**config.mk**
```make
export PLATFORM = sky130hd
export DESIGN_NAME = llcgs_row
export DESIGN_NICKNAME = d
export VERILOG_FILES = /design/src/llcgs_pkg.sv /design/src/llcgs_row.sv
export SDC_FILE = /design/constraint.sdc
export NUM_CORES = 1
export LEC_CHECK = 0
export ABC_AREA = 0
export BUFFER_PORTS_ARGS = -buffer_cell sky130_fd_sc_hd__buf_2
export CAP_MARGIN = 20
export CORE_MARGIN = 2
export CORE_UTILIZATION = 35
export DETAILED_ROUTE_END_ITERATION = 10
export GPL_TIMING_DRIVEN = 0
export SYNTH_ARGS = -nofsm -noshare
export SYNTH_HDL_FRONTEND = slang
export SYNTH_SLANG_ARGS = --single-unit
```
**constraint.sdc**
```tcl
create_clock -name clock -period 4.8 [get_ports clock]
set_clock_uncertainty 0.05 [all_clocks]
set_input_delay 0 -clock clock [delete_from_list [all_inputs] [get_ports clock]]
set_output_delay 0 -clock clock [all_outputs]
set_load 0.005 [all_outputs]
```
**src/llcgs_pkg.sv**
```systemverilog
// Shared types and constants for the life-like cell grid stepper.
`timescale 1ns / 1ps

package llcgs_pkg;

   localparam int AREA_LIMIT = 16;
   localparam int POS_W      = 4;
   localparam int AREA_W     = 5;
   localparam int MASK_W     = 9;
   localparam int POP_W      = 9;

   typedef enum logic [1:0] {
      CMD_WRITE   = 2'd0,
      CMD_ADVANCE = 2'd1,
      CMD_READ    = 2'd2,
      CMD_NONE    = 2'd3
   } llcgs_cmd_type;

   typedef enum logic [1:0] {
      REG_COLS    = 2'd0,
      REG_ROWS    = 2'd1,
      REG_BIRTH   = 2'd2,
      REG_SURVIVE = 2'd3
   } llcgs_reg_type;

   typedef struct packed {
      logic              wr_en;
      logic              adv_en;
      logic              rd_en;
      logic [POS_W-1:0]  x;
      logic [POS_W-1:0]  y;
      logic              val;
      logic [AREA_W-1:0] w;
      logic [AREA_W-1:0] h;
      logic [MASK_W-1:0] birth;
      logic [MASK_W-1:0] survive;
   } llcgs_ctl_type;

   typedef struct packed {
      logic [POP_W-1:0] count;
      logic             bit_val;
   } llcgs_scan_type;

endpackage

```
**src/llcgs_row.sv**
```systemverilog
// One grid row: holds its cells, applies the rule, and passes the population/read scan down.
`timescale 1ns / 1ps

module llcgs_row
   import llcgs_pkg::*;
#(
   parameter int GRID_WIDTH = 16,
   parameter int ROW        = 0
) (
   input  logic                  clock,
   input  logic                  reset,
   input  llcgs_ctl_type         ctl,
   input  logic [GRID_WIDTH-1:0] up_row,
   input  logic [GRID_WIDTH-1:0] dn_row,
   output logic [GRID_WIDTH-1:0] row_out,
   input  llcgs_scan_type        scan_in,
   output llcgs_scan_type        scan_out
);

   logic [GRID_WIDTH-1:0] row_ff, row_in;
   logic [GRID_WIDTH-1:0] col_mask;
   logic [GRID_WIDTH-1:0] up_m, mid_m, dn_m;
   logic [GRID_WIDTH+1:0] up_p, mid_p, dn_p;
   logic [3:0]            nbr_cnt [GRID_WIDTH];
   logic                  row_live, dn_live, y_hit;
   logic [AREA_LIMIT-1:0] area_row;
   logic [3:0]            pc_lo, pc_hi;
   logic [4:0]            pc;
   llcgs_scan_type        scan_ff, scan_in_nx;

   assign row_live = ROW < int'(ctl.h);
   assign dn_live  = (ROW + 1) < int'(ctl.h);
   assign y_hit    = int'(ctl.y) == ROW;

   always_comb begin
      for (int c = 0; c < GRID_WIDTH; c++) begin
         col_mask[c] = c < int'(ctl.w);
      end
   end

   assign mid_m = row_ff & col_mask;
   assign up_m  = up_row & col_mask;
   assign dn_m  = dn_row & col_mask & {GRID_WIDTH{dn_live}};
   assign up_p  = {1'b0, up_m, 1'b0};
   assign mid_p = {1'b0, mid_m, 1'b0};
   assign dn_p  = {1'b0, dn_m, 1'b0};

   always_comb begin
      for (int c = 0; c < GRID_WIDTH; c++) begin
         nbr_cnt[c] = 4'(up_p[c]) + 4'(up_p[c+1]) + 4'(up_p[c+2])
                    + 4'(mid_p[c]) + 4'(mid_p[c+2])
                    + 4'(dn_p[c]) + 4'(dn_p[c+1]) + 4'(dn_p[c+2]);
      end
   end

   always_comb begin
      for (int c = 0; c < GRID_WIDTH; c++) begin
         priority if (ctl.wr_en && y_hit && (int'(ctl.x) == c)) begin
            row_in[c] = ctl.val;
         end else if (ctl.adv_en && row_live && col_mask[c]) begin
            row_in[c] = row_ff[c] ? ctl.survive[nbr_cnt[c]] : ctl.birth[nbr_cnt[c]];
         end else begin
            row_in[c] = row_ff[c];
         end
      end
   end

   always_ff @(posedge clock) begin
      if (reset) begin
         row_ff <= '0;
      end else begin
         row_ff <= row_in;
      end
   end

   assign row_out = row_ff;

   for (genvar j = 0; j < AREA_LIMIT; j++) begin : g_area
      if (j < GRID_WIDTH) begin : g_on
         assign area_row[j] = mid_m[j] & row_live;
      end else begin : g_off
         assign area_row[j] = 1'b0;
      end
   end

   always_comb begin
      pc_lo = '0;
      pc_hi = '0;
      for (int j = 0; j < AREA_LIMIT / 2; j++) begin
         pc_lo = pc_lo + 4'(area_row[j]);
         pc_hi = pc_hi + 4'(area_row[j + AREA_LIMIT / 2]);
      end
      pc = 5'(pc_lo) + 5'(pc_hi);
   end

   always_comb begin
      scan_in_nx.count   = scan_in.count + POP_W'(pc);
      scan_in_nx.bit_val = scan_in.bit_val | (ctl.rd_en & y_hit & area_row[ctl.x]);
   end

   always_ff @(posedge clock) begin
      scan_ff <= scan_in_nx;
   end

   assign scan_out = scan_ff;

endmodule
```
==> impl_metrics.yaml, run 1 <==
drt:
  vias: 6635
  dr.pass1.iters: 5
  wire_per_inst_um: 22.3
  drt_wl_total_mm: 25.5
  drc: 0
  first_iter_violations: 685
  vias_per_cell: 5.80
  ant_nets: 0
floorplan:
  core_um2: 20300
  row_count: 52
  die_y_um: 148
  die_width_um: 148
  die_area_um2: 21900
  num_io_pins: 110
  start_util: 0.357
run:
  drv_cap: 0
final_layout:
  final_cells: 1143
  drive_gt1_frac: 0.286
  syn_to_final_growth_pct: 15.8
  fin_nets: 1081
  design_area_um2: 8400
  fillers: 2097
synthesis:
  synthFlopType: "dfxtp_1"
  async_flop_share: 0
  yosysMostFrequentCell: "inv_1"
  synth_top_family_by_area: "adder cells"
  synth_compound_area_frac: 0.136
  synth_area_um2: 7260
  netlist.top_cell.by_area: "fa_1"
  synth_cells: 755
  synth-warning-count: 0
  yosys_register_bits: 26
  synth_common_cells: "123 x inv_1, 72 x fa_1, 64 x mux4_2"
  synth_edf_count: 0
  synth_simple_gate_area_frac: 0.142
  yosysTopAreaCellShare: 0.199
  syn-num-nets: 963
  ys_top_cells_by_area: "fa_1 20%, mux4_2 20%, ha_1 9.0%"
  synthMuxAreaShare: 0.246
  yosysSeqAreaShare: 0.0717
  synth_cell_types: 73
  avgSynthCellArea_um2: 9.61
  synthXorXnorAreaFrac: 0.0253
  synth_fa_ha_area_frac: 0.288
place:
  dpl_cell_area_um2: 8120
  globalplace.congestion: 0.975
  placement.io_buffers: 104
  dp_cells: 1129
  dp.final_hpwl_mm: 20.1
min_path:
  hold_path_class: "in -> reg"
  hold_path_depth: 3
critical_path:
  cp_data_arrival_time_ns: 4.75
  cp_slowest_stage_delay_ns: 0.55
  critPathCaptureType: "register"
  crit_required_ns: 4.91
  crit_fanout: 8
  crit_top_cell: "fa_1"
  start_kind: "input pin"
  critical_path_class: "in -> reg"
  reg2regPathDepth: 18
  cpMaxStageDelayCell: "fa_1"
  path_cells: "buf_2 -> or4_4 -> or2_1 -> buf_4 -> and3_4 -> fa_1 -> fa_1 -> inv_1 -> fa_1 -> inv_1 -> fa_1 -> fa_2 -> inv_1 -> fa_2 -> nor2b_1 -> o21a_1 -> o21ai_1 -> nand2b_1 -> nand4_1 -> xnor2_1"
sta:
  period_share: 0.967
  tightest_slew_ns: 0.965
  rsz0062_at_grt: "yes"
  drv_slew: 0
  slew_headroom: 0.355
  hold_viol: 0
  layout_min_cycle_time_ns: 4.64
  setup_violations: 0
  whs_ns: 0.0188
  clock.fmax_mhz: 216
power_and_ir_drop:
  p_comb_frac: 0.872
  switching_power_mw: 2.25
  p_int_mw: 2.74
  p_seq_frac: 0.077
  power_switching_share: 0.451
  ir_worst_vdd_mv: 0.274
  pwr-share-clk: 0.052
  power.density_nw_per_um2: 593
  p_leak_nw: 3.82
  finalPower_mw: 4.99
clock_network:
  cts_sinks: 26
  cts_tree: "built"
  cts-htree-levels: 1
  cts-root-buf: "clkbuf_16"
  clk_pin_slew_ns: 0.08
  clk_latency_ns: 0.27
  clockBufferDepth: 2
  numCtsBuffers: 3
grt:
  first_global_vias: 6647
  grt_max_degree: 16
  grt_pass1_wl_mm: 39.1
  track_usage: 0.235
  gr-total-overflow: 0
  antenna_found_initial: 1
status:
  outcome: "completed"
## state kept, by name, indices dropped and copies added, names as in the netlist
signal    flops
row_out      16
scan_out     10
## power by group through the flow
stage	clock, mW	combinational, mW	sequential, mW
3_3_place_gp	0	4.13	0.383
2_1_floorplan	0	3.34	0.366
5_1_grt	0.265	4.82	0.390
3_5_place_dp	0	4.20	0.384
4_1_cts	0.256	4.23	0.379
6_report	0.257	4.35	0.383
## per-layer routing
| layer | wire length [um] | global-route usage | share of wire | up-vias |
|---|---|---|---|---|
| met1 | 10400 | 0.328 | 0.41 | 3239 |
| met4 | 687 | 0.0510 | 0.027 | 0 |
| met2 | 11500 | 0.376 | 0.45 | 394 |
| met3 | 2880 | 0.0531 | 0.11 | 51 |
| li1 | - | - | - | 2951 |
| met5 | 0 | 0 | 0 | - |
## logic make-up after synthesis
| group | after synthesis |
|---|---|
| adder cells (fa/ha/maj) | 124 |
| buffers and inverters | 168 |
| AO/OA/AOI/OAI | 128 |
| AND/OR/NAND/NOR | 192 |
| flip-flops | 26 |
| multiplexers | 96 |
| XOR/XNOR | 21 |
## worst max-delay path: cells and delay by family
kind	cells	cell delay [ns]
adders and majority gates	6	2.63
buffers and inverters	5	0.46
xor gates and xnor gates	1	0.14
and+or+nand+nor	6	1.32
AOI/OAI and AO/OA	2	0.21
## cell usage in the layout, fill, tap and decap left out, types with 5 or more instances in the layout
cell	count
o21ai_1	5
a211oi_1	6
nand2_1	45
xnor2_1	7
dlygate4sd3_1	5
nand4b_1	5
inv_1	122
nand3b_1	5
mux2_2	16
dfxtp_1	26
a22oi_1	6
nand4_1	11
mux4_2	64
buf_4	8
clkbuf_2	5
ha_1	52
fa_2	6
nor2b_1	15
and2_1	18
xor2_1	13
nand2b_1	6
a21oi_1	26
o21ai_0	9
clkbuf_1	26
mux2i_1	16
fa_1	66
buf_2	109
a31oi_1	7
nand3_1	18
a21o_1	13
nor2_1	33
a32o_1	5
## cell type report
| cell class | count | area (um2) | share of cell area |
|---|---|---|---|
| diodes | 1 | 2.50 | 0.000298 |
| plain buffers | 42 | 206 | 0.0246 |
| clock buffers | 3 | 75.1 | 0.00893 |
| clock inverters | 1 | 30.0 | 0.00357 |
| inverters | 123 | 462 | 0.0549 |
| multi-input cells | 561 | 6150 | 0.731 |
| flip-flops and latches | 26 | 520 | 0.0619 |
| well taps | 270 | 338 | 0.0402 |
| repair buffers | 116 | 623 | 0.0741 |
## per-stage QoR
| stage | util | setup WS, ns | TNS [ns] |
|---|---|---|---|
| 3_5_place_dp | 0.400 | -0.601 | -4.87 |
| 6_report | 0.414 | 0.160 | 0 |
| 5_1_grt | 0.414 | -0.0428 | -0.0774 |
| 3_3_place_gp | 0.400 | -0.557 | -4.26 |
| 2_1_floorplan | - | 0.0412 | 0 |
| 4_1_cts | 0.408 | 0.000359 | 0 |
## timing repair
item / CTS / global route
setup endpoints to repair: 7 / 11
hold buffers: 5 / 0
endpoints found under the hold margin: 5 / 0
pin swaps: 0 / 5
gates resized for setup: 9 / 26
setup buffers: 0 / 7
## worst paths after layout
check / end / from / slack (ns)
worst max-delay path: scan_out[9] / ctl[22] / 0.16
worst min register to register: row_out[14] / row_out[14] / 0.52
worst min-delay path: row_out[15] / ctl[28] / 0.02
worst max register to register: scan_out[9] / row_out[2] / 0.22
No activity file was read; power rests on OpenSTA's default activity.
==> inputs of run 2 (changes only) <==
ABC_AREA = default   (was 0)
CAP_MARGIN = default   (was 20)
CORE_ASPECT_RATIO = 1.1   (was default)
==> impl_metrics.yaml, run 2 (synthesized netlist as in run 1, its figures left out) <==
drt:
  drt_wl_total_mm: 25.9
  first_iter_violations: 577
  vias: 6611
  vias_per_cell: 5.89
  wire_per_inst_um: 23.0
  drc: 0
  dr.pass1.iters: 5
  ant_nets: 0
floorplan:
  die_y_um: 155
  num_io_pins: 110
  die_area_um2: 21900
  core_um2: 20400
  row_count: 55
  start_util: 0.355
  die_width_um: 141
final_layout:
  antenna_cells: 0
  fin_nets: 1075
  final_cells: 1122
  fillers: 2065
  register_area_um2: 522
  syn_to_final_growth_pct: 14.7
  multi_input_area_um2: 6140
  design_area_um2: 8320
  final_common_cell: "inv_1"
  largest_reg_flops: 16
  mostFrequentLayoutCells: "122 x inv_1, 109 x buf_2, 67 x fa_1"
  drive_gt1_frac: 0.282
power_and_ir_drop:
  p_leak_nw: 3.78
  power.density_nw_per_um2: 586
  ir_worst_vdd_mv: 0.216
grt:
  gr-total-overflow: 0
  grt_pass1_wl_mm: 39.0
  grt_max_degree: 15
  track_usage: 0.235
  first_global_vias: 6795
  antenna_found_initial: 0
clock_network:
  clk_latency_ns: 0.28
  cts-htree-levels: 1
  cts_tree: "built"
  clk_pin_slew_ns: 0.08
  numCtsBuffers: 3
  cts_sinks: 26
  cts-root-buf: "clkbuf_16"
  clockBufferDepth: 2
run:
  drv_cap: 0
critical_path:
  reg2regPathDepth: 18
  start_kind: "register"
  critPathCaptureType: "register"
  critical_path_class: "reg -> reg"
  crit_required_ns: 4.91
  cp_data_arrival_time_ns: 4.78
  r2r-end: "scan_out[9]"
  r2r_start: "row_out[2]"
  rrSetupSlack_ns: 0.13
  crit_fanout: 5
sta:
  clock.fmax_mhz: 214
  whs_ns: 0.0259
  layout_min_cycle_time_ns: 4.67
  hold_viol: 0
  tightest_slew_ns: 1.22
  rsz0062_at_grt: "yes"
  period_share: 0.973
  slew_headroom: 0.183
  drv_slew: 0
  setup_violations: 0
min_path:
  min_to: "row_out[15]"
  hold_path_depth: 3
  hold_path_class: "in -> reg"
  min_from: "ctl[28]"
status:
  outcome: "completed"
place:
  placement.io_buffers: 104
  globalplace.congestion: 0.929
  dp.final_hpwl_mm: 20.1
  dp_cells: 1115
  dpl_cell_area_um2: 8100
## run 2: power breakdown
part	internal (mW)	switching (mW)
clock network	0.128	0.0931
logic	2.23	2.05
registers	0.306	0.0715
total	2.66	2.21
## run 2: worst max-delay path: stages, from the launching register on
cell,delay (ns)
dfxtp_1,0.40
and2_2,0.30
nand2_1,0.13
fa_1,0.51
inv_1,0.06
fa_1,0.54
inv_1,0.06
fa_1,0.56
inv_1,0.06
fa_1,0.51
fa_2,0.22
inv_1,0.06
fa_2,0.39
nor2b_2,0.11
o21a_1,0.14
o21ai_1,0.07
nand2b_1,0.10
nand4_1,0.12
xnor2_1,0.14
## run 2: area by class of cell
cell class              count  area share
well taps                 256      0.0385
clock buffers               4      0.0107
flip-flops and latches     26      0.0627
plain buffers              42      0.0254
repair buffers            110      0.0695
inverters                 123      0.0555
multi-input cells         561       0.738
## run 2: per-stage QoR
step / TNS [ns] / setup WS (ns) / total power [mW] / util
after global placement: -4.68 / -0.641 / 4.50 / 0.396
final: 0 / 0.129 / 4.88 / 0.407
after floorplan: 0 / 0.0412 / 3.71 / -
after CTS: -0.0276 / -0.0276 / 4.81 / 0.404
after detailed placement: -5.85 / -0.746 / 4.56 / 0.396
after global routing: -0.0613 / -0.0613 / 5.34 / 0.407
## run 2: worst max path at each step
stage	startpoint	end
after detailed placement	ctl[22]	scan_out[9]
after global routing	ctl[22]	scan_out[9]
final	row_out[2]	scan_out[9]
after global placement	ctl[22]	scan_out[9]
after floorplan	ctl[22]	scan_out[9]
after CTS	ctl[22]	scan_out[9]
## run 2: what timing repair did
action	4_1_cts	5_1_grt
hold buffers	5	0
endpoints found under the hold margin	5	0
gates resized for setup	10	25
setup buffers	0	1
endpoints found under the setup margin	6	12
pin swaps	0	2
## run 2: routing by layer
metal | global-route usage | up-vias | part of all wire | wire length, um
li1 | - | 2938 | - | -
met1 | 0.316 | 3214 | 0.40 | 10400
met2 | 0.375 | 403 | 0.47 | 12100
met3 | 0.0434 | 56 | 0.096 | 2470
met4 | 0.0943 | 0 | 0.035 | 897
met5 | 0 | - | 0 | 0
